File: src/hw/rtl/shlo_pkg.sv
// Shared types, constants and fixed-point helpers for the smoothed hinge loss unit.
package shlo_pkg;

   localparam int DATA_W      = 32;
   localparam int FRAC_W      = 16;
   localparam int CFG_W       = 31;
   localparam int WIDE_W      = DATA_W + 2;
   localparam int DEN_W       = DATA_W + 1;
   localparam int PROD_MAG_W  = 2 * DATA_W - FRAC_W;
   localparam int DIV_STEPS   = DATA_W;
   localparam int QUEUE_DEPTH = 4;
   localparam int QPTR_W      = $clog2(QUEUE_DEPTH);
   localparam int CSR_ADDR_W  = 3;
   localparam int CSR_DATA_W  = 32;

   localparam logic [CFG_W-1:0] SMOOTHING_RESET = 31'd65536;
   localparam logic [CFG_W-1:0] PROX_RESET      = 31'd65536;

   typedef logic signed [DATA_W-1:0] word_type;
   typedef logic signed [WIDE_W-1:0] wide_type;

   localparam word_type ONE_Q     = 32'sh0001_0000;
   localparam word_type NEG_ONE_Q = 32'shffff_0000;
   localparam word_type MAX_Q     = 32'sh7fff_ffff;
   localparam word_type MIN_Q     = 32'sh8000_0000;
   localparam word_type ZERO_Q    = 32'sh0000_0000;

   typedef enum logic [1:0] {
      OP_LOSS  = 2'd0,
      OP_DERIV = 2'd1,
      OP_CONJ  = 2'd2,
      OP_PROX  = 2'd3
   } op_type;

   typedef enum logic {
      REG_SMOOTHING_WIDTH = 1'b0,
      REG_PROX_STEP       = 1'b1
   } csr_index_type;

   typedef struct packed {
      word_type val;
      logic     sat;
   } sat_word_type;

   // classified item handed from the front to the back
   typedef struct packed {
      op_type   op;
      word_type y;
      word_type p;
      logic     sat;
   } item_type;

   // per-item context carried alongside the divider
   typedef struct packed {
      op_type   op;
      word_type y;
      word_type p;
      word_type hsub;
      word_type m4;
      logic     lt;
      logic     ge;
      logic     gt;
      logic     lt2;
      logic     sat;
   } side_type;

   function automatic wide_type ext34(input word_type a);
      return {{2{a[DATA_W-1]}}, a};
   endfunction

   function automatic sat_word_type clamp34(input wide_type v);
      sat_word_type r;
      if (v > ext34(MAX_Q)) begin
         r.val = MAX_Q;
         r.sat = 1'b1;
      end else if (v < ext34(MIN_Q)) begin
         r.val = MIN_Q;
         r.sat = 1'b1;
      end else begin
         r.val = v[DATA_W-1:0];
         r.sat = 1'b0;
      end
      return r;
   endfunction

   function automatic logic [DATA_W-1:0] mag(input word_type a);
      logic [DATA_W-1:0] u;
      u = a;
      return a[DATA_W-1] ? (~u + 32'd1) : u;
   endfunction

   function automatic sat_word_type to_signed_sat(input logic neg,
                                                  input logic [PROD_MAG_W-1:0] m);
      sat_word_type r;
      r.sat = 1'b0;
      if (neg) begin
         if (m > 48'h0000_8000_0000) begin
            r.val = MIN_Q;
            r.sat = 1'b1;
         end else begin
            r.val = ~m[DATA_W-1:0] + 32'd1;
         end
      end else begin
         if (m > 48'h0000_7fff_ffff) begin
            r.val = MAX_Q;
            r.sat = 1'b1;
         end else begin
            r.val = m[DATA_W-1:0];
         end
      end
      return r;
   endfunction

   // truncating Q multiply with saturation
   function automatic sat_word_type smul(input word_type a, input word_type b);
      logic [DATA_W-1:0]   ma;
      logic [DATA_W-1:0]   mb;
      logic [2*DATA_W-1:0] prod;
      ma   = mag(a);
      mb   = mag(b);
      prod = 64'(ma) * 64'(mb);
      return to_signed_sat(a[DATA_W-1] ^ b[DATA_W-1], prod[2*DATA_W-1:FRAC_W]);
   endfunction

endpackage

File: src/hw/rtl/shlo_req_if.sv
// Request channel: operation, margin and label with valid/ready.
interface shlo_req_if
   import shlo_pkg::*;
();
   logic        valid;
   logic        ready;
   logic [1:0]  operation;
   word_type    margin_value;
   word_type    label_value;

   modport source (output valid, operation, margin_value, label_value, input ready);
   modport sink   (input valid, operation, margin_value, label_value, output ready);
endinterface

File: src/hw/rtl/shlo_front.sv
// Front end: accepts requests, forms the label-margin product and classifies the item.
module shlo_front
   import shlo_pkg::*;
(
   input  logic       clock,
   input  logic       reset,
   shlo_req_if.sink   req,
   input  logic       q_full,
   output logic       q_push,
   output item_type   q_item
);

   logic         fr_v_ff;
   item_type     fr_item_ff;
   item_type     fr_item_in;
   sat_word_type mp;
   logic         take;

   assign req.ready = !fr_v_ff || !q_full;
   assign take      = req.valid && req.ready;
   assign q_push    = fr_v_ff && !q_full;
   assign q_item    = fr_item_ff;

   always_comb begin
      mp             = smul(req.label_value, req.margin_value);
      fr_item_in.op  = op_type'(req.operation);
      fr_item_in.y   = req.label_value;
      fr_item_in.p   = mp.val;
      fr_item_in.sat = mp.sat;
   end

   always_ff @(posedge clock) begin
      if (reset) begin
         fr_v_ff <= 1'b0;
      end else if (take) begin
         fr_v_ff <= 1'b1;
      end else if (q_push) begin
         fr_v_ff <= 1'b0;
      end
   end

   always_ff @(posedge clock) begin
      if (take) begin
         fr_item_ff <= fr_item_in;
      end
   end

endmodule

File: src/flat_wrapper.sv
// flat-port wrapper written by rule: the top's interface ports become plain ports
module shlo_front_flat import shlo_pkg::*;
  (clock, reset, q_full, q_push, q_item, req_valid, req_operation, req_margin_value, req_label_value, req_ready);
  shlo_req_if req_i ();
  input  logic clock;
  input  logic reset;
  input  logic q_full;
  output logic q_push;
  output item_type q_item;
  input wire logic [$bits(req_i.valid)-1:0] req_valid;
  input wire logic [$bits(req_i.operation)-1:0] req_operation;
  input wire logic [$bits(req_i.margin_value)-1:0] req_margin_value;
  input wire logic [$bits(req_i.label_value)-1:0] req_label_value;
  output wire logic [$bits(req_i.ready)-1:0] req_ready;
  assign req_i.valid = req_valid;
  assign req_i.operation = req_operation;
  assign req_i.margin_value = req_margin_value;
  assign req_i.label_value = req_label_value;
  assign req_ready = req_i.ready;
  shlo_front u_core (.clock(clock), .reset(reset), .req(req_i), .q_full(q_full), .q_push(q_push), .q_item(q_item));
endmodule
File: config.mk
export PLATFORM = sky130hd
export DESIGN_NAME = shlo_front_flat
export DESIGN_NICKNAME = d
export VERILOG_FILES = /design/src/hw/rtl/shlo_pkg.sv /design/src/hw/rtl/shlo_req_if.sv /design/src/hw/rtl/shlo_front.sv /design/src/flat_wrapper.sv
export SDC_FILE = /design/constraint.sdc
export NUM_CORES = 2
export LEC_CHECK = 0
export BUFFER_PORTS_ARGS = -buffer_cell sky130_fd_sc_hd__buf_2
export CORE_MARGIN = 2
export CORE_UTILIZATION = 40
export CTS_CLUSTER_SIZE = 14
export DETAILED_ROUTE_END_ITERATION = 16
export SLEW_MARGIN = 5
export SYNTH_ARGS = -nofsm -noshare
export SYNTH_HDL_FRONTEND = slang
export SYNTH_SLANG_ARGS = --single-unit
File: constraint.sdc
create_clock -name clock -period 15.9 [get_ports clock]
set_input_delay 3.18 -clock clock [delete_from_list [all_inputs] [get_ports clock]]
set_output_delay 3.18 -clock clock [all_outputs]
set_load 0.005 [all_outputs]
## Word-level counts from Yosys, hierarchy flattened

Cells that the tools add are included.

| cells by class | value |
|---|---|
| add/sub/neg operators | 3 |
| multipliers | 1 |
| order comparisons | 2 |
| muxes and demuxes | 9 |
| bitwise operators | 4 |
| reductions and logical operators | 6 |

Operator list:

| cell | count |
|---|---|
| $mux W32 | 4 |
| $add A32 B1 Y32 const B | 3 |
| $not A32 Y32 | 3 |
| $mul A32 B32 Y64 | 1 |
| $gt A48 B31 Y1 const B | 1 |
| $gt A48 B32 Y1 const B | 1 |
| $mux W33 | 1 |
| $mux W1 | 4 |
| $logic_and A1 B1 Y1 | 2 |
| $logic_not A1 Y1 | 2 |
| $reduce_bool A2 Y1 | 1 |
| $logic_or A1 B1 Y1 | 1 |
| $xor A1 B1 Y1 | 1 |

| word-level totals | value |
|---|---|
| register bits after elaboration | 68 |
| input bits | 70 |
| output and inout bits | 69 |
| word-level logic and storage cells | 30 |

## Longest topological paths before layout

| logic depth | value |
|---|---|
| depth after elaboration | 8 |
| depth in mapped cells | 40 |
| gate-level depth less buffers | 36 |

## Worst setup path after synthesis

OpenSTA, ideal clock, no wires.

| path | value |
|---|---|
| path kind | input -> register |
| from | input req_label_value[2] |
| to | register u_core.fr_item_ff, in the netlist u_core.q_item[26], data pin |
| library setup time | 0.180 ns |
| arrival time | 14.685 ns |
| data required time | 15.720 ns |
| setup slack | 1.035 ns |
| cell stages on the path | 37 |
| path buffers | 4 |
| path through | clkbuf_1 > or4_1 > nor2_1 > nand2_1 > or4_1 > or3_1 > or4_1 > or4_1 > o41a_1 > xor2_1 > buf_2 > nand2_1 > fa_1 > inv_1 > fa_1 > inv_1 > fa_1 > fa_1 > inv_1 > fa_1 > fa_1 > fa_1 > fa_1 > ha_1 > buf_2 > and4_1 > nand3_1 > or2_2 > o211a_1 > a2111o_1 > a2111oi_0 > o2111ai_1 > or4b_1 > nor4_2 > a21oi_2 > buf_2 > a221oi_1 |

RTL lines:

| what | line | text |
|---|---|---|
| start: declaration | flat_wrapper.sv:13 | `input wire logic [$bits(req_i.label_value)-1:0] req_label_value;` |
| end signal: assignment | shlo_front.sv:44 | `fr_item_ff <= fr_item_in;` |
| end: declaration | shlo_front.sv:14 | `item_type fr_item_ff;` |

==> qor.txt <==
Reg2Reg Setup Slack: 14.29 ns
CTS tree: built
Startpoint type of the worst setup path: input pin
#FFs+latches synth: 68
Sequential cell area fraction in the yosys report: 5.30%
Crit path max-delay cell type: or4_1
Max layer used: met5
Clock Pin Slew Worst Setup and Hold Paths: 0.06 ns
Wire length on met1: 53600 um
Maximum capacitance violations: 0
Post-synth EDFFs: 67
WP data required: 16.11 ns
Avg Inst Size Synth: 8.63 sq um
Vias after detailed routing: 31800
Worst relative slew slack: 20.7%
Layout Skew: 0.0192 ns
Slew of the pin with the lowest slew margin: 1.19 ns
Syn Std Cell Area: 0.0383 sq mm
Largest net degree at the start of global routing: 68
Initial antenna violation count: 4
Final period util: 96.9%
Layout area overhead: 9.90%
R2r startpoint: u_core.fr_v_ff
RSZ-0062 raised after global routing: no
Synth area leaders: fa_1 (47%), inv_1 (8.8%), ha_1 (8.6%)
Max stage delay on crit path: 0.61 ns
Met2 routed WL: 60000 um
Detailed Place HPWL: 112000 um
Post-DRT Antenna Nets: 0
Buffers on Ports: 138
Met3 WL post-DR: 11500 um
Grt total ovfl: 0
Gates resized, CTS repair: 0
DIE HEIGHT: 313 um
# rows: 113
Syn_nets: 5667
Top-area cell type share of the netlist area: 46.8%
Drt total wl: 130000 um
Fmax: 64.9 MHz
Final #Nets: 5800
Cell with the most instances after synthesis: inv_1
Crit. End Element: flip-flop
Die X: 313 um
Root buffer cell: clkbuf_16
Hold-fix buffers, CTS: 0
GPL Wtd Cong: 0.978
Drt wl/cell: 22.3 um
Setup Buffers After CTS: 0
Core area: 0.0950 sq mm
Netlist cell types: 93
Async set-reset flop share out of synthesis: 0%
Most frequent cells after synthesis: inv_1 (900), fa_1 (895), nand2_1 (713), nor2_1 (539), ha_1 (264)
Max-slew violations: 0
Vias per inst: 5.45
Clk_lat worst skew: 0.39 ns
Synth Flop Type: edfxtp_1
HP Start: u_core.fr_v_ff
Clock Path Buffers: 2
Total negative slack: 0 ns
Initial Util: 40.3%
Critical path class: in -> reg
Crit Path Max Fanout: 18
1st-pass router iterations: 6
Total CTS buffers: 9
Io pins: 139
Hold worst-path end: u_core.fr_v_ff
Area leader, netlist: fa_1
DR iter-0 viols: 2894
R2R cell count: 2
Gate Count Post-Synth: 4438
Residual DRC: 0
Hold crit path type: reg -> reg
Fraction of layout cells with a size suffix above 1: 9.64%
Die ar.: 0.0982 sq mm
Clk sinks: 68
Arr. time, crit path: 15.62 ns
Fin crit period: 15.41 ns
Most used cell, CP: fa_1
Yosys warns: 0
H-tree levels: 3
GRT Util Overall: 27.3%
Count of final hold-check violations: 0
Reg2reg end: u_core.q_item[57]
Hold Crit Depth: 2
Vias in the first global route: 32600
First-pass GRT wire length: 202000 um
Setup violators final: 0
Outcome: finished, final reports clean
[how the worst max path moves through the flow]
stage                                   from           endpoint  slack, ns  cells after the start
after floorplan           req_label_value[2]  u_core.q_item[26]       1.03                     37
after global placement    req_label_value[2]  u_core.q_item[26]       0.13                     38
after detailed placement  req_label_value[2]   u_core.q_item[8]       0.04                     38
after CTS                 req_label_value[2]   u_core.q_item[2]       0.39                     38
after global routing      req_label_value[2]  u_core.q_item[19]       0.02                     37
final                     req_label_value[2]  u_core.q_item[19]       0.49                     38
[routing by layer]
metal / vias up / global-route usage (%)
li1: 13900 / -
met2: 1431 / 43.4
met4: 4 / 9.25
met1: 16300 / 38.0
met3: 245 / 4.72
met5: - / 0
[worst max-delay path, delay by kind of cell]
family                     cells  cell delay [ns]
and+or+nand+nor               15             5.38
adders and majority gates      9             4.61
AOI/OAI and AO/OA              5             1.20
buffers and inverters          8             1.02
xor gates and xnor gates       1             0.20
[layout make-up]
cell class	count	area, sq um
antenna	3	7.51
clock buffer	9	225
clock inverter	7	98.8
fill	9540	52900
inverter	900	3380
multi-input combinational	3262	32600
sequential	68	2030
tap	1265	1580
timing repair buffer	330	2170
[cell usage in the layout (no fill, tap or decap), types with 18 or more instances in the layout]
master and n:
a211oi_1 33, a21o_1 24, a21oi_1 88, and2_1 25, buf_2 138, buf_4 189, edfxtp_1 67, fa_1 895
ha_1 264, inv_1 900, nand2_1 713, nand3_1 45, nand4_1 41, nor2_1 539, nor3_1 40, o211ai_1 19
o21ai_0 75, or3_1 25, or4_1 21, xnor2_1 43, xnor2_2 30, xor2_1 48, xor2_2 18
[logic make-up (layout without fill, tap and decap cells)]
group	after synthesis	count (layout)	synth area share (%)
AO/OA/AOI/OAI	401	401	7.36
XOR/XNOR	145	145	3.35
adder cells (fa/ha/maj)	1159	1159	55.4
buffers and inverters	1108	1246	11.0
flip-flops	68	68	5.30
multiplexers	21	21	0.630
other	0	3	0
AND/OR/NAND/NOR	1536	1536	17.0
[stage by stage]
stage / area (sq um) / instances / hold WS [ns] / util [%] / setup slack [ns]
after floorplan: 38300 / 4438 / 0.465 / - / 1.03
after global placement: 41700 / 5825 / 0.488 / 43.9 / 0.135
after detailed placement: 41700 / 5825 / 0.499 / 43.9 / 0.0357
after CTS: 42000 / 5841 / 0.511 / 44.2 / 0.392
after global routing: 42100 / 5843 / 0.528 / 44.3 / 0.0171
final: 42100 / 5844 / 0.503 / 44.3 / 0.493
[registers in the layout, summed over array words and instances, names as in the netlist]
signal,cells
u_core.q_item,67
u_core.fr_v_ff,1
Power is not shown: default switching activity piles up to over one toggle a cycle in this logic, so the estimate is an artifact.
