--- config.mk ---
export PLATFORM = sky130hd
export DESIGN_NAME = shlo_queue
export DESIGN_NICKNAME = d
export VERILOG_FILES = /design/src/hw/rtl/shlo_pkg.sv /design/src/hw/rtl/shlo_queue.sv
export SDC_FILE = /design/constraint.sdc
export NUM_CORES = 1
export LEC_CHECK = 0
export BUFFER_PORTS_ARGS = -buffer_cell sky130_fd_sc_hd__buf_4
export CAP_MARGIN = 20
export CORE_MARGIN = 5
export CORE_UTILIZATION = 31
export DETAILED_ROUTE_END_ITERATION = 12
export PLACE_DENSITY = 0.59
export RECOVER_POWER = 50
export SYNTH_ARGS = -nofsm -noshare
export SYNTH_HDL_FRONTEND = slang
export SYNTH_SLANG_ARGS = --single-unit
--- constraint.sdc ---
create_clock -name clock -period 3.3 [get_ports clock]
set_input_delay 0.165 -clock clock [delete_from_list [all_inputs] [get_ports clock]]
set_output_delay 0.165 -clock clock [all_outputs]
set_load 0.05 [all_outputs]
--- src/hw/rtl/shlo_pkg.sv ---
// Shared types, constants and fixed-point helpers for the smoothed hinge loss unit.
package shlo_pkg;

   localparam int DATA_W      = 32;
   localparam int FRAC_W      = 16;
   localparam int CFG_W       = 31;
   localparam int WIDE_W      = DATA_W + 2;
   localparam int DEN_W       = DATA_W + 1;
   localparam int PROD_MAG_W  = 2 * DATA_W - FRAC_W;
   localparam int DIV_STEPS   = DATA_W;
   localparam int QUEUE_DEPTH = 4;
   localparam int QPTR_W      = $clog2(QUEUE_DEPTH);
   localparam int CSR_ADDR_W  = 3;
   localparam int CSR_DATA_W  = 32;

   localparam logic [CFG_W-1:0] SMOOTHING_RESET = 31'd65536;
   localparam logic [CFG_W-1:0] PROX_RESET      = 31'd65536;

   typedef logic signed [DATA_W-1:0] word_type;
   typedef logic signed [WIDE_W-1:0] wide_type;

   localparam word_type ONE_Q     = 32'sh0001_0000;
   localparam word_type NEG_ONE_Q = 32'shffff_0000;
   localparam word_type MAX_Q     = 32'sh7fff_ffff;
   localparam word_type MIN_Q     = 32'sh8000_0000;
   localparam word_type ZERO_Q    = 32'sh0000_0000;

   typedef enum logic [1:0] {
      OP_LOSS  = 2'd0,
      OP_DERIV = 2'd1,
      OP_CONJ  = 2'd2,
      OP_PROX  = 2'd3
   } op_type;

   typedef enum logic {
      REG_SMOOTHING_WIDTH = 1'b0,
      REG_PROX_STEP       = 1'b1
   } csr_index_type;

   typedef struct packed {
      word_type val;
      logic     sat;
   } sat_word_type;

   // classified item handed from the front to the back
   typedef struct packed {
      op_type   op;
      word_type y;
      word_type p;
      logic     sat;
   } item_type;

   // per-item context carried alongside the divider
   typedef struct packed {
      op_type   op;
      word_type y;
      word_type p;
      word_type hsub;
      word_type m4;
      logic     lt;
      logic     ge;
      logic     gt;
      logic     lt2;
      logic     sat;
   } side_type;

   function automatic wide_type ext34(input word_type a);
      return {{2{a[DATA_W-1]}}, a};
   endfunction

   function automatic sat_word_type clamp34(input wide_type v);
      sat_word_type r;
      if (v > ext34(MAX_Q)) begin
         r.val = MAX_Q;
         r.sat = 1'b1;
      end else if (v < ext34(MIN_Q)) begin
         r.val = MIN_Q;
         r.sat = 1'b1;
      end else begin
         r.val = v[DATA_W-1:0];
         r.sat = 1'b0;
      end
      return r;
   endfunction

   function automatic logic [DATA_W-1:0] mag(input word_type a);
      logic [DATA_W-1:0] u;
      u = a;
      return a[DATA_W-1] ? (~u + 32'd1) : u;
   endfunction

   function automatic sat_word_type to_signed_sat(input logic neg,
                                                  input logic [PROD_MAG_W-1:0] m);
      sat_word_type r;
      r.sat = 1'b0;
      if (neg) begin
         if (m > 48'h0000_8000_0000) begin
            r.val = MIN_Q;
            r.sat = 1'b1;
         end else begin
            r.val = ~m[DATA_W-1:0] + 32'd1;
         end
      end else begin
         if (m > 48'h0000_7fff_ffff) begin
            r.val = MAX_Q;
            r.sat = 1'b1;
         end else begin
            r.val = m[DATA_W-1:0];
         end
      end
      return r;
   endfunction

   // truncating Q multiply with saturation
   function automatic sat_word_type smul(input word_type a, input word_type b);
      logic [DATA_W-1:0]   ma;
      logic [DATA_W-1:0]   mb;
      logic [2*DATA_W-1:0] prod;
      ma   = mag(a);
      mb   = mag(b);
      prod = 64'(ma) * 64'(mb);
      return to_signed_sat(a[DATA_W-1] ^ b[DATA_W-1], prod[2*DATA_W-1:FRAC_W]);
   endfunction

endpackage

--- src/hw/rtl/shlo_queue.sv ---
// Small FIFO between the front end and the arithmetic back end.
module shlo_queue
   import shlo_pkg::*;
(
   input  logic     clock,
   input  logic     reset,
   input  logic     push,
   input  item_type push_item,
   output logic     full,
   input  logic     pop,
   output item_type head,
   output logic     head_valid
);

   item_type          mem_ff [QUEUE_DEPTH];
   logic [QPTR_W-1:0] wr_ptr_ff;
   logic [QPTR_W-1:0] rd_ptr_ff;
   logic [QPTR_W:0]   count_ff;

   assign full       = count_ff == (QPTR_W+1)'(QUEUE_DEPTH);
   assign head_valid = count_ff != '0;
   assign head       = mem_ff[rd_ptr_ff];

   always_ff @(posedge clock) begin
      if (reset) begin
         wr_ptr_ff <= '0;
         rd_ptr_ff <= '0;
         count_ff  <= '0;
      end else begin
         if (push) begin
            wr_ptr_ff <= wr_ptr_ff + 1'b1;
         end
         if (pop) begin
            rd_ptr_ff <= rd_ptr_ff + 1'b1;
         end
         if (push && !pop) begin
            count_ff <= count_ff + 1'b1;
         end else if (pop && !push) begin
            count_ff <= count_ff - 1'b1;
         end
      end
   end

   always_ff @(posedge clock) begin
      if (push) begin
         mem_ff[wr_ptr_ff] <= push_item;
      end
   end

endmodule

-- Word-level counts from Yosys, hierarchy flattened
Memories as Yosys holds them, arrays and structs flattened. A register that Yosys moved wholly into a read port is not among the register bits.
Cells that the tools add are included.
- memories kept: 1
- RAM bits: 268
- bits of input ports: 71
- output and inout port bits: 69
- flip-flop bits (word level): 7
- word-level logic and storage cells: 21
- add/subtract/negate cells: 4
- muxes and demuxes: 6
- reductions and logical operators: 6
- equality and inequality tests: 1
- memory list (memory ; depth ; width ; read ports ; clocked after memory_dff ; write ports ; line ; source):
    mem_ff ; 4 ; 67 ; 1 ; 1 ; 1 ; shlo_queue.sv:15 ; item_type mem_ff [QUEUE_DEPTH];
- operators with widths (kind ; count):
    $mux W3 ; 2
    $add A2 B1 Y2 const B ; 2
    $mux W2 ; 2
    $add A3 B1 Y3 const B ; 1
    $eq A3 B3 Y1 const B ; 1
    $reduce_bool A3 Y1 ; 1
    $sub A3 B1 Y3 const B ; 1
    $logic_and A1 B1 Y1 ; 2
    $logic_not A1 Y1 ; 2
    $mux W1 ; 2
    $reduce_bool A2 Y1 ; 1

-- Logic depth before layout (Yosys ltp)
Gate-level depths: netlist of the first run.
- depth after elaboration: 4
- depth in mapped cells: 7
- mapped depth without buffers: 7

-- Worst setup path before layout of the first run
OpenSTA, ideal clock, no wires.
- path type: register -> register
- from: reg wr_ptr_ff[0]
- to: mem mem_ff[0][0] (netlist name) (enable)
- period minus slack after synthesis: 2547 ps
- path buffers: 0
- library setup time: 432 ps
- data required time: 2868 ps
- path slack: 753 ps
- stages on the path, launching flop included: 4
- arrival time: 2115 ps
- cell sequence: dfxtp_1 inv_1 ha_1 and2_1
- RTL lines (item ; line ; source):
    start, declared ; shlo_queue.sv:16 ; logic [QPTR_W-1:0] wr_ptr_ff;
    start signal, assigned ; shlo_queue.sv:31 ; wr_ptr_ff <= wr_ptr_ff + 1'b1;
    end, declared ; shlo_queue.sv:15 ;
Straight into the memory's write port.

-- Worst setup path in the final report of the first run
- from: reg wr_ptr_ff[0]
- to: mem mem_ff[2][36] (netlist name) (enable)
Straight into the memory's write port.

==> run summary, run 1 <==
Slew Limit Fails - 41
Die X - 191 µm
Total of max-cap violations - 2
Max-slew headroom - -17.9%
Tmin final - 2.67 ns
Share of layout cells above drive strength 1 - 29.5%
Worst-margin pin slew - 1.77 ns
Fillers - 2887
Final Wtd Congestion - 0.687
Cell Area, Synth - 0.0101 mm²
#FFs+latches synth - 277
Post-synthesis net count - 471
Initial Util - 31.3%
Final Skew - 0.0129 ns
Yosys cell types - 22
Iteration count of the initial detailed-routing pass - 4
Worst-path clk slew - 0.06 ns
Final nets - 704
Crit. End Element - flip-flop
# rows - 66
Most frequent cells in the layout - edfxtp_1, clkbuf_1, buf_4
Worst r2r path cells - 4
DRC viols - 0
Final setup violating endpoints - 0
Final period utilization - 81.0%
Initial antenna violation count - 0
Area Overhead vs Synth - 30.2%
Die Span Y - 191 µm
Worst min-delay path category - input port to flip-flop
Vias in the first global route - 5483
Post-Synthesis Cells - 394
TritonCTS Sinks - 277
Status - finished with violations
First-pass GRT wire length - 31.7 mm
Detail Route Antenna Nets - 0
Total gr overflow - 0
F_max - 374 MHz
Setup Buffers After CTS - 0
Via count - 4784
Core area - 0.0324 mm²
Final Hold Vio Count - 0
Total GRT Usage - 11.3%
CTS tree - built
Max VDD drop - 0.358 mV
Required @ worst endpoint - 3.50 ns
Mean Syn Cell Area - 25.7 µm²
RSZ-0062 raised after global routing - no
CTS buffer count - 30
Boundary Pins - 140
Placed Cells - 962
Root Buffer - clkbuf_16
Routed WL - 20.6 mm
Worst EP arrival - 2.87 ns
DPL Wire Length - 11.6 mm
DIE AREA - 0.0364 mm²
Number of diodes - 0
Clock Latency Late Sink - 0.54 ns
Largest net degree at the start of global routing - 68
Hold path depth - 3
Register area share after synthesis - 81.2%
Initial DRC count - 199
Most common cell after layout, fill and taps aside - edfxtp_1
Vias/cell - 4.38
Crit Path Class - flip-flop to flip-flop
Pwr/cell area - 660 mW/mm²
Startpoint types - flip-flop
Leakage - 4.31 nW
Clock Tree Buf Depth - 3
Crit Path Max Fanout - 47
Setup TNS - 0 ns
DR WL/cell - 18.9 µm
CTS HTree Levels - 1
I/O Buffers - 139
Fin cells - 1092
Yosys warning count - 0
Failing checks - max-capacitance violations, max-slew violations
==> path summary, 6_finish.rpt <==
kind                                    to                      start  slack, ns
setup / recovery   mem_ff[2][36]$_DFFE_PP_  wr_ptr_ff[0]$_SDFFE_PP0P_       0.63
hold / removal    count_ff[2]$_SDFFE_PP0P_                      reset       0.39
setup reg to reg   mem_ff[2][36]$_DFFE_PP_  wr_ptr_ff[0]$_SDFFE_PP0P_       0.63
hold reg to reg   count_ff[2]$_SDFFE_PP0P_   count_ff[2]$_SDFFE_PP0P_       0.52
==> power by group <==
part	internal (W)	leakage (nW)	switching, W
Sequential	0.00404	2.54	0.0000737
Clock	0.00202	0.486	0.00128
Combinational	0.000473	1.28	0.000811
==> synthesized netlist by cell type <==
cell      instances  area (µm²)
clkbuf_1          1        3.75
o21ai_0           1        5.00
and2_1            4        25.0
nand2_1           1        3.75
edfxtp_1        268        8050
buf_12            4        80.1
buf_4             3        22.5
mux4_2           67        1510
dfxtp_1           9         180
buf_6             1        11.3
buf_2             4        20.0
nor2_1            7        26.3
buf_1             3        11.3
xor2_1            3        26.3
or3_1             2        12.5
ha_1              5        62.6
fa_1              1        20.0
mux2i_1           2        20.0
a21oi_1           1        5.00
inv_1             4        15.0
nor3b_1           1        7.51
xnor2_1           2        17.5
==> worst max-delay path, stage by stage (launching register included) <==
cell and delay [ns]:
dfxtp_1 0.35, inv_1 0.10, ha_1 0.14, and2_0 1.31, buf_16 0.34
==> routing by layer <==
| metal | wire, µm | global-route usage, % | up-vias |
|---|---|---|---|
| li1 | - | - | 2148 |
| met1 | 8430 | 14.1 | 2480 |
| met2 | 10400 | 19.6 | 124 |
| met3 | 1250 | 3.13 | 32 |
| met4 | 468 | 2.54 | 0 |
| met5 | 0 | 0 | - |
==> cell families (layout without fill, tap and decap cells) <==
group,after synthesis,in the layout,synth area share (%)
simple gates,15,15,0.741
xor+xnor,5,5,0.432
buf+inv,20,276,1.62
compound gates,2,2,0.0987
flops,277,277,81.2
fa+ha+maj,6,6,0.815
mux,69,69,15.1
==> flip-flops by register name, summed over array words and instances (netlist names), named ones only <==
name	flops
mem_ff	268
count_ff	3
rd_ptr_ff	2
wr_ptr_ff	2
==> repair_timing <==
action,4_1_cts,5_1_grt
setup endpoints to repair,0,0
resized for setup,0,0
endpoints found under the hold margin,277,0
hold buffers,71,0
==> final cells by class <==
cell class,instances,area [µm²],area share (%)
Timing Repair Buffer,217,1660,12.6
Clock inverter,16,179,1.36
Clock buffer,39,806,6.11
Multi-Input combinational cell,97,1750,13.2
Sequential cell,277,8240,62.4
Tap cell,442,553,4.19
Inverter,4,15.0,0.114
==> stage by stage <==
stage	util [%]	cell area, µm²	hold slack [ns]	setup WS (ns)	power, W
final	40.7	13200	0.392	0.626	0.00870
after global routing	40.7	13200	0.392	0.452	0.00906
after floorplan	-	10100	0.264	0.753	0.00503
after CTS	41.2	13300	0.329	0.611	0.00887
after global placement	36.0	11600	0.364	1.21	0.00541
after detailed placement	36.0	11600	0.369	1.20	0.00545
(Power assumes the default switching activity.)
==> inputs of run 2 (changes only) <==
PLACE_DENSITY = 0.61   (was 0.59)
clock period = 2.4 ns   (was 3.3 ns; I/O delays follow)
==> run 2 against run 1 <==
Effect of this change:
- the run now ends clean
- clock skew shrank 0.0034 ns
- total power grew 36%
- utilization shrank 0.073 points
- final cell count is essentially flat
- sequential share of layout area grew 0.11 points
- clock-buffer cell count shrank 2
- flip-flop and latch count is the same
- critical endpoint is now head[5]
- largest cell class unchanged
- largest power group unchanged
==> run summary, run 2 (synthesis results as in run 1) <==
Boundary Pins - 140 (unchanged)
Crit Path Class - flip-flop to output pin
Pint - 0.00887 W (+36%)
Total GRT Usage - 11.1% (-0.20 points)
Clock Tree Buf Depth - 3 (unchanged)
Vias in the first global route - 5465 (-0.33%)
Post-CTS Resized - 0 (unchanged)
DRC viols - 0 (unchanged)
Reg power frac - 47.3% (about the same)
Most flop-heavy register - mem_ff
Worst-margin pin slew - 0.479 ns (-1.29 ns)
First-pass GRT wire length - 31.4 mm (-0.79%)
DIE AREA - 0.0364 mm² (unchanged)
Most frequent cells in the layout - edfxtp_1, buf_4, clkbuf_1
Crit. End Element - output pin
Vias/cell - 4.41 (+0.70%)
Combinational power share - 15.0% (+0.2 points)
Slew Limit Fails - 0 (-100%)
Final period utilization - 93.6%
DR WL/cell - 18.5 µm (-2.0%)
Detail Route Antenna Nets - 0 (unchanged)
F_max - 445 MHz
TritonCTS Sinks - 277 (unchanged)
Worst EP arrival - 2.13 ns (-0.74 ns)
Initial antenna violation count - 0 (unchanged)
CTS tree - built
Crit Path Max Fanout - 23 (-51%)
Worst min-delay path category - input port to flip-flop
Pre-CTS WS - 0.666 ns (-0.537 ns)
Clk network pwr share - 37.7% (-0.3 points)
Psw - 0.00300 W (+39%)
Power Total - 0.0119 W (+36%)
CTS buffer count - 30 (unchanged)
Largest register FFs - 268 (unchanged)
Initial Util - 31.3% (unchanged)
Fin area - 0.0132 mm² (-0.18%)
Area Overhead vs Synth - 29.9%
Final Skew - 0.00948 ns (-0.00342 ns)
Startpoint types - flip-flop
Total of max-cap violations - 0 (-2)
CTS HTree Levels - 1 (unchanged)
Die Span Y - 191 µm (unchanged)
Leakage - 4.28 nW (-0.54%)
Max VDD drop - 0.548 mV (+53%)
# rows - 66 (unchanged)
Final Hold Vio Count - 0 (unchanged)
Root Buffer - clkbuf_16
Routed WL - 20.2 mm (-1.9%)
Setup WS post-layout - 0.155 ns (-0.471 ns)
Via count - 4822 (+0.79%)
Number of diodes - 0 (unchanged)
Iteration count of the initial detailed-routing pass - 4 (unchanged)
Fin util - 40.7% (-0.073 points)
Initial DRC count - 244 (+23%)
Clock Latency Late Sink - 0.54 ns (about the same)
RSZ-0062 raised after global routing - no
Tmin final - 2.25 ns
Final Wtd Congestion - 0.707 (+2.9%)
DPL Wire Length - 12.3 mm (+6.4%)
Status - completed
Most common cell after layout, fill and taps aside - edfxtp_1
Placed inst area - 0.0117 mm² (+0.88%)
Final setup violating endpoints - 0 (unchanged)
Required @ worst endpoint - 2.28 ns (-1.22 ns)
Net Sw Frac - 25.3% (+0.37 points)
Final nets - 706 (+0.28%)
Total gr overflow - 0 (unchanged)
Top Registers - mem_ff x268, count_ff x3
Fillers - 2911 (+0.83%)
Core area - 0.0324 mm² (unchanged)
Max-slew headroom - 68.1% (+86 points)
Setup TNS - 0 ns (unchanged)
Worst-path clk slew - 0.06 ns (about the same)
Pwr/cell area - 902 mW/mm² (+37%)
Die X - 191 µm (unchanged)
I/O Buffers - 139 (unchanged)
Share of layout cells above drive strength 1 - 30.3% (+0.72 points)
Largest net degree at the start of global routing - 45 (-34%)
==> run 2: cell count changes in the layout (fill, tap and decap cells not counted), sizes merged <==
cell | previous run | this run
dlygate4sd3 | 71 | 70
buf | 78 | 81
bufinv | 4 | 3
clkinv | 11 | 9
clkinvlp | 0 | 4
clkbuf | 107 | 105
==> run 2: per-stage QoR <==
stage                     hold WS, ns  instances
after global routing            0.359       1093
after detailed placement        0.323        969
after floorplan                 0.219        394
after CTS                       0.285       1093
final                           0.355       1093
after global placement          0.318        969
==> run 2: worst max-delay path: stages (launching register included) <==
cell and delay, ns:
dfxtp_4 0.35, buf_4 0.41, mux4_2 0.59, buf_4 0.21
==> run 2: final cells by class <==
cell class	instances	area, µm²	area share, %
Clock buffer	37	798	6.06
Clock inverter	17	175	1.33
Inverter	4	15.0	0.114
Multi-Input combinational cell	97	1750	13.3
Sequential cell	277	8240	62.5
Tap cell	442	553	4.20
Timing Repair Buffer	219	1640	12.4
==> run 2: metal layers <==
layer / part of all wire (%) / vias up / track usage, %
met1: 39 / 2501 / 13.6
met4: 1.8 / 0 / 2.82
met2: 52 / 140 / 19.6
met3: 6.2 / 33 / 2.65
met5: 0 / - / 0
li1: - / 2148 / -
==> run 2: path summary, 6_finish.rpt <==
| path | from | cells past startpoint | end | slack, ns |
|---|---|---|---|---|
| setup / recovery | flip-flop | 3 | head[5] | 0.15 |
| hold reg to reg | rd_ptr_ff[0]$_SDFFE_PP0P_ | 2 | rd_ptr_ff[0]$_SDFFE_PP0P_ | 0.55 |
| hold / removal | reset | 3 | flip-flop | 0.36 |
| setup reg to reg | wr_ptr_ff[0]$_SDFFE_PP0P_ | 4 | mem_ff[0][2]$_DFFE_PP_ | 0.67 |
==> run 2: timing repair <==
action | 4_1_cts | 5_1_grt
hold buffers | 70 | 0
buffers inserted | 0 | 0
hold endpoints to repair | 277 | 0
==> run 2: power by group through the flow <==
stage                     registers (W)  clock network [W]  logic (W)
after global routing            0.00564            0.00483    0.00188
after global placement          0.00571                  0    0.00174
after detailed placement        0.00573                  0    0.00176
final                           0.00562            0.00448    0.00178
after CTS                       0.00563            0.00461    0.00187
after floorplan                 0.00570                  0    0.00121
==> inputs of run 3 (changes only) <==
PLACE_DENSITY = 0.59   (was 0.61)
clock period = 2.1 ns   (was 2.4 ns; I/O delays follow)
==> run 3 against run 2 <==
Effect of this change:
- flip-flop and latch count stayed put
- critical path depth is 1 higher
- setup slack worse by 0.15 ns
- hold slack worse by 0.042 ns
- sequential power is 14% higher
- register-to-register slack worse by 0.16 ns
- global-route usage is 0.94 points higher
- total power is 24% higher
- clock power is 31% higher
- combinational power is 34% higher
- critical path type unchanged
- sequential share of layout area is 3.6 points lower
- clock-buffer cell count is 6 lower
==> run summary, run 3 (synthesis results as in run 1) <==
Status - completed
Max VDD drop - 0.767 mV (+40%)
Most flop-heavy register - mem_ff
Worst r2r path cells - 4 (unchanged)
Largest net degree at the start of global routing - 34 (-24%)
CTS tree - built
Setup WS post-layout - 0.00252 ns (-0.152 ns)
First-pass GRT wire length - 33.2 mm (+5.7%)
Total GRT Usage - 12.0% (+0.94 points)
Crit Path Class - flip-flop to output pin
Slew Limit Fails - 0 (unchanged)
Placed Cells - 971 (+0.21%)
Via count - 4880 (+1.2%)
I/O Buffers - 139 (unchanged)
DIE AREA - 0.0364 mm² (unchanged)
Worst-path clk slew - 0.06 ns (about the same)
F_max - 477 MHz
Die X - 191 µm (unchanged)
Pre-CTS WS - 0.458 ns (-0.209 ns)
Fin util - 43.1% (+2.5 points)
Tmin final - 2.10 ns
Crit Path Max Fanout - 8 (-65%)
R2R Setup Slk - 0.51 ns (-0.16 ns)
# rows - 66 (unchanged)
Multi-input logic area - 0.00175 mm² (unchanged)
Max-slew headroom - 72.8% (+4.7 points)
Fillers - 2844 (-2.3%)
Final Hold Vio Count - 0 (unchanged)
Final nets - 719 (+1.8%)
DR WL/cell - 19.6 µm (+6.0%)
Total of max-cap violations - 0 (unchanged)
Clock Latency Late Sink - 0.55 ns (about the same)
Final Wtd Congestion - 0.681 (-3.7%)
DPL Wire Length - 12.2 mm (-1.2%)
Largest register FFs - 268 (unchanged)
Area Overhead vs Synth - 37.8%
Routed WL - 21.7 mm (+7.6%)
Vias in the first global route - 5543 (+1.4%)
Boundary Pins - 140 (unchanged)
Share of layout cells above drive strength 1 - 32.9% (+2.6 points)
Most frequent cells in the layout - edfxtp_1, dlygate4sd3_1, clkbuf_1
Hold path start - reset
Detail Route Antenna Nets - 0 (unchanged)
Startpoint types - flip-flop
TritonCTS Sinks - 277 (unchanged)
Crit. End Element - output pin
Worst EP arrival - 1.99 ns (-0.14 ns)
Final Skew - 0.0147 ns (+0.00518 ns)
Critical Path End - head[53]
Initial antenna violation count - 1 (+1)
Worst min-delay path category - input port to flip-flop
Required @ worst endpoint - 2.00 ns (-0.28 ns)
Initial DRC count - 228 (-6.6%)
Clock Tree Buf Depth - 3 (unchanged)
Top Registers - mem_ff x268, count_ff x3
Core area - 0.0324 mm² (unchanged)
RR Startpoint - wr_ptr_ff[0]$_SDFFE_PP0P_
Final setup violating endpoints - 0 (unchanged)
Total gr overflow - 0 (unchanged)
DRC viols - 0 (unchanged)
Most common cell after layout, fill and taps aside - edfxtp_1
R2r endpoint - mem_ff[0][49]$_DFFE_PP_
Root Buffer - clkbuf_16
CTS buffer count - 30 (unchanged)
Initial Util - 31.3% (unchanged)
Final period utilization - 99.9%
CTS HTree Levels - 1 (unchanged)
Die Span Y - 191 µm (unchanged)
FF/Latch Area - 0.00824 mm² (unchanged)
Leakage - 4.61 nW (+7.7%)
Vias/cell - 4.40 (-0.26%)
Worst-margin pin slew - 0.409 ns (-0.0700 ns)
Iteration count of the initial detailed-routing pass - 4 (unchanged)
RSZ-0062 raised after global routing - yes
Pwr/cell area - 1050 mW/mm² (+17%)
Fin cells - 1109 (+1.5%)
==> run 3: cell types whose count changed in the layout (fill, tap and decap cells not counted), sizes merged <==
cell / before / now
clkinv: 9 / 10
clkbuf: 105 / 100
buf: 81 / 93
diode: 0 / 1
bufinv: 3 / 9
clkinvlp: 4 / 3
inv: 5 / 7
==> run 3: worst min-delay path by stage <==
stage | end | depth (start not counted)
after floorplan | mem_ff[0][0]$_DFFE_PP_ | 0
after global placement | mem_ff[1][21]$_DFFE_PP_ | 1
after detailed placement | mem_ff[3][54]$_DFFE_PP_ | 1
after CTS | mem_ff[3][16]$_DFFE_PP_ | 2
after global routing | rd_ptr_ff[0]$_SDFFE_PP0P_ | 3
final | count_ff[2]$_SDFFE_PP0P_ | 3
==> run 3: metal layers <==
metal,up-vias,GRT usage (%),routed length [µm]
met5,-,0,0
met4,0,2.68,364
met3,31,2.86,1220
met2,127,20.9,11200
met1,2529,15.3,8970
li1,2193,-,-
==> run 3: per-stage QoR <==
stage | TNS (ns) | cell area [µm²] | total power [W] | hold WS, ns
2_1_floorplan | 0 | 10100 | 0.00790 | 0.204
5_1_grt | -2.73 | 14000 | 0.0153 | 0.310
6_report | 0 | 14000 | 0.0147 | 0.313
4_1_cts | -1.66 | 14200 | 0.0150 | 0.263
3_5_place_dp | 0 | 11800 | 0.00861 | 0.309
3_3_place_gp | 0 | 11800 | 0.00856 | 0.302
==> run 3: critical path, stage by stage, from the launching register on <==
cell and delay [ns]:
dfxtp_4 0.37, buf_12 0.17, buf_16 0.16, mux4_2 0.56, buf_6 0.18
==> run 3: layout make-up <==
| class | instances | area share [%] |
|---|---|---|
| sequential | 277 | 59.0 |
| tap | 442 | 3.96 |
| antenna | 1 | 0.0179 |
| multi-input combinational | 97 | 12.5 |
| timing repair buffer | 232 | 16.3 |
| inverter | 4 | 0.108 |
| clock inverter | 25 | 2.72 |
| clock buffer | 31 | 5.40 |
==> run 3: timing repair <==
item                                    in CTS  in global routing
endpoints found under the setup margin      67                 63
gates resized for setup                     77                  3
cloned                                       6                  1
buffers inserted                             5                  0
hold buffers                                70                  0
endpoints found under the hold margin      277                  0
==> run 3: report_power, final <==
part	leakage, nW	internal [W]	switching, W	total [W]
registers	2.54	0.00634	0.0000780	0.00642
clock network	0.549	0.00374	0.00215	0.00589
logic	1.53	0.000999	0.00139	0.00239
total	4.61	0.0111	0.00362	0.0147
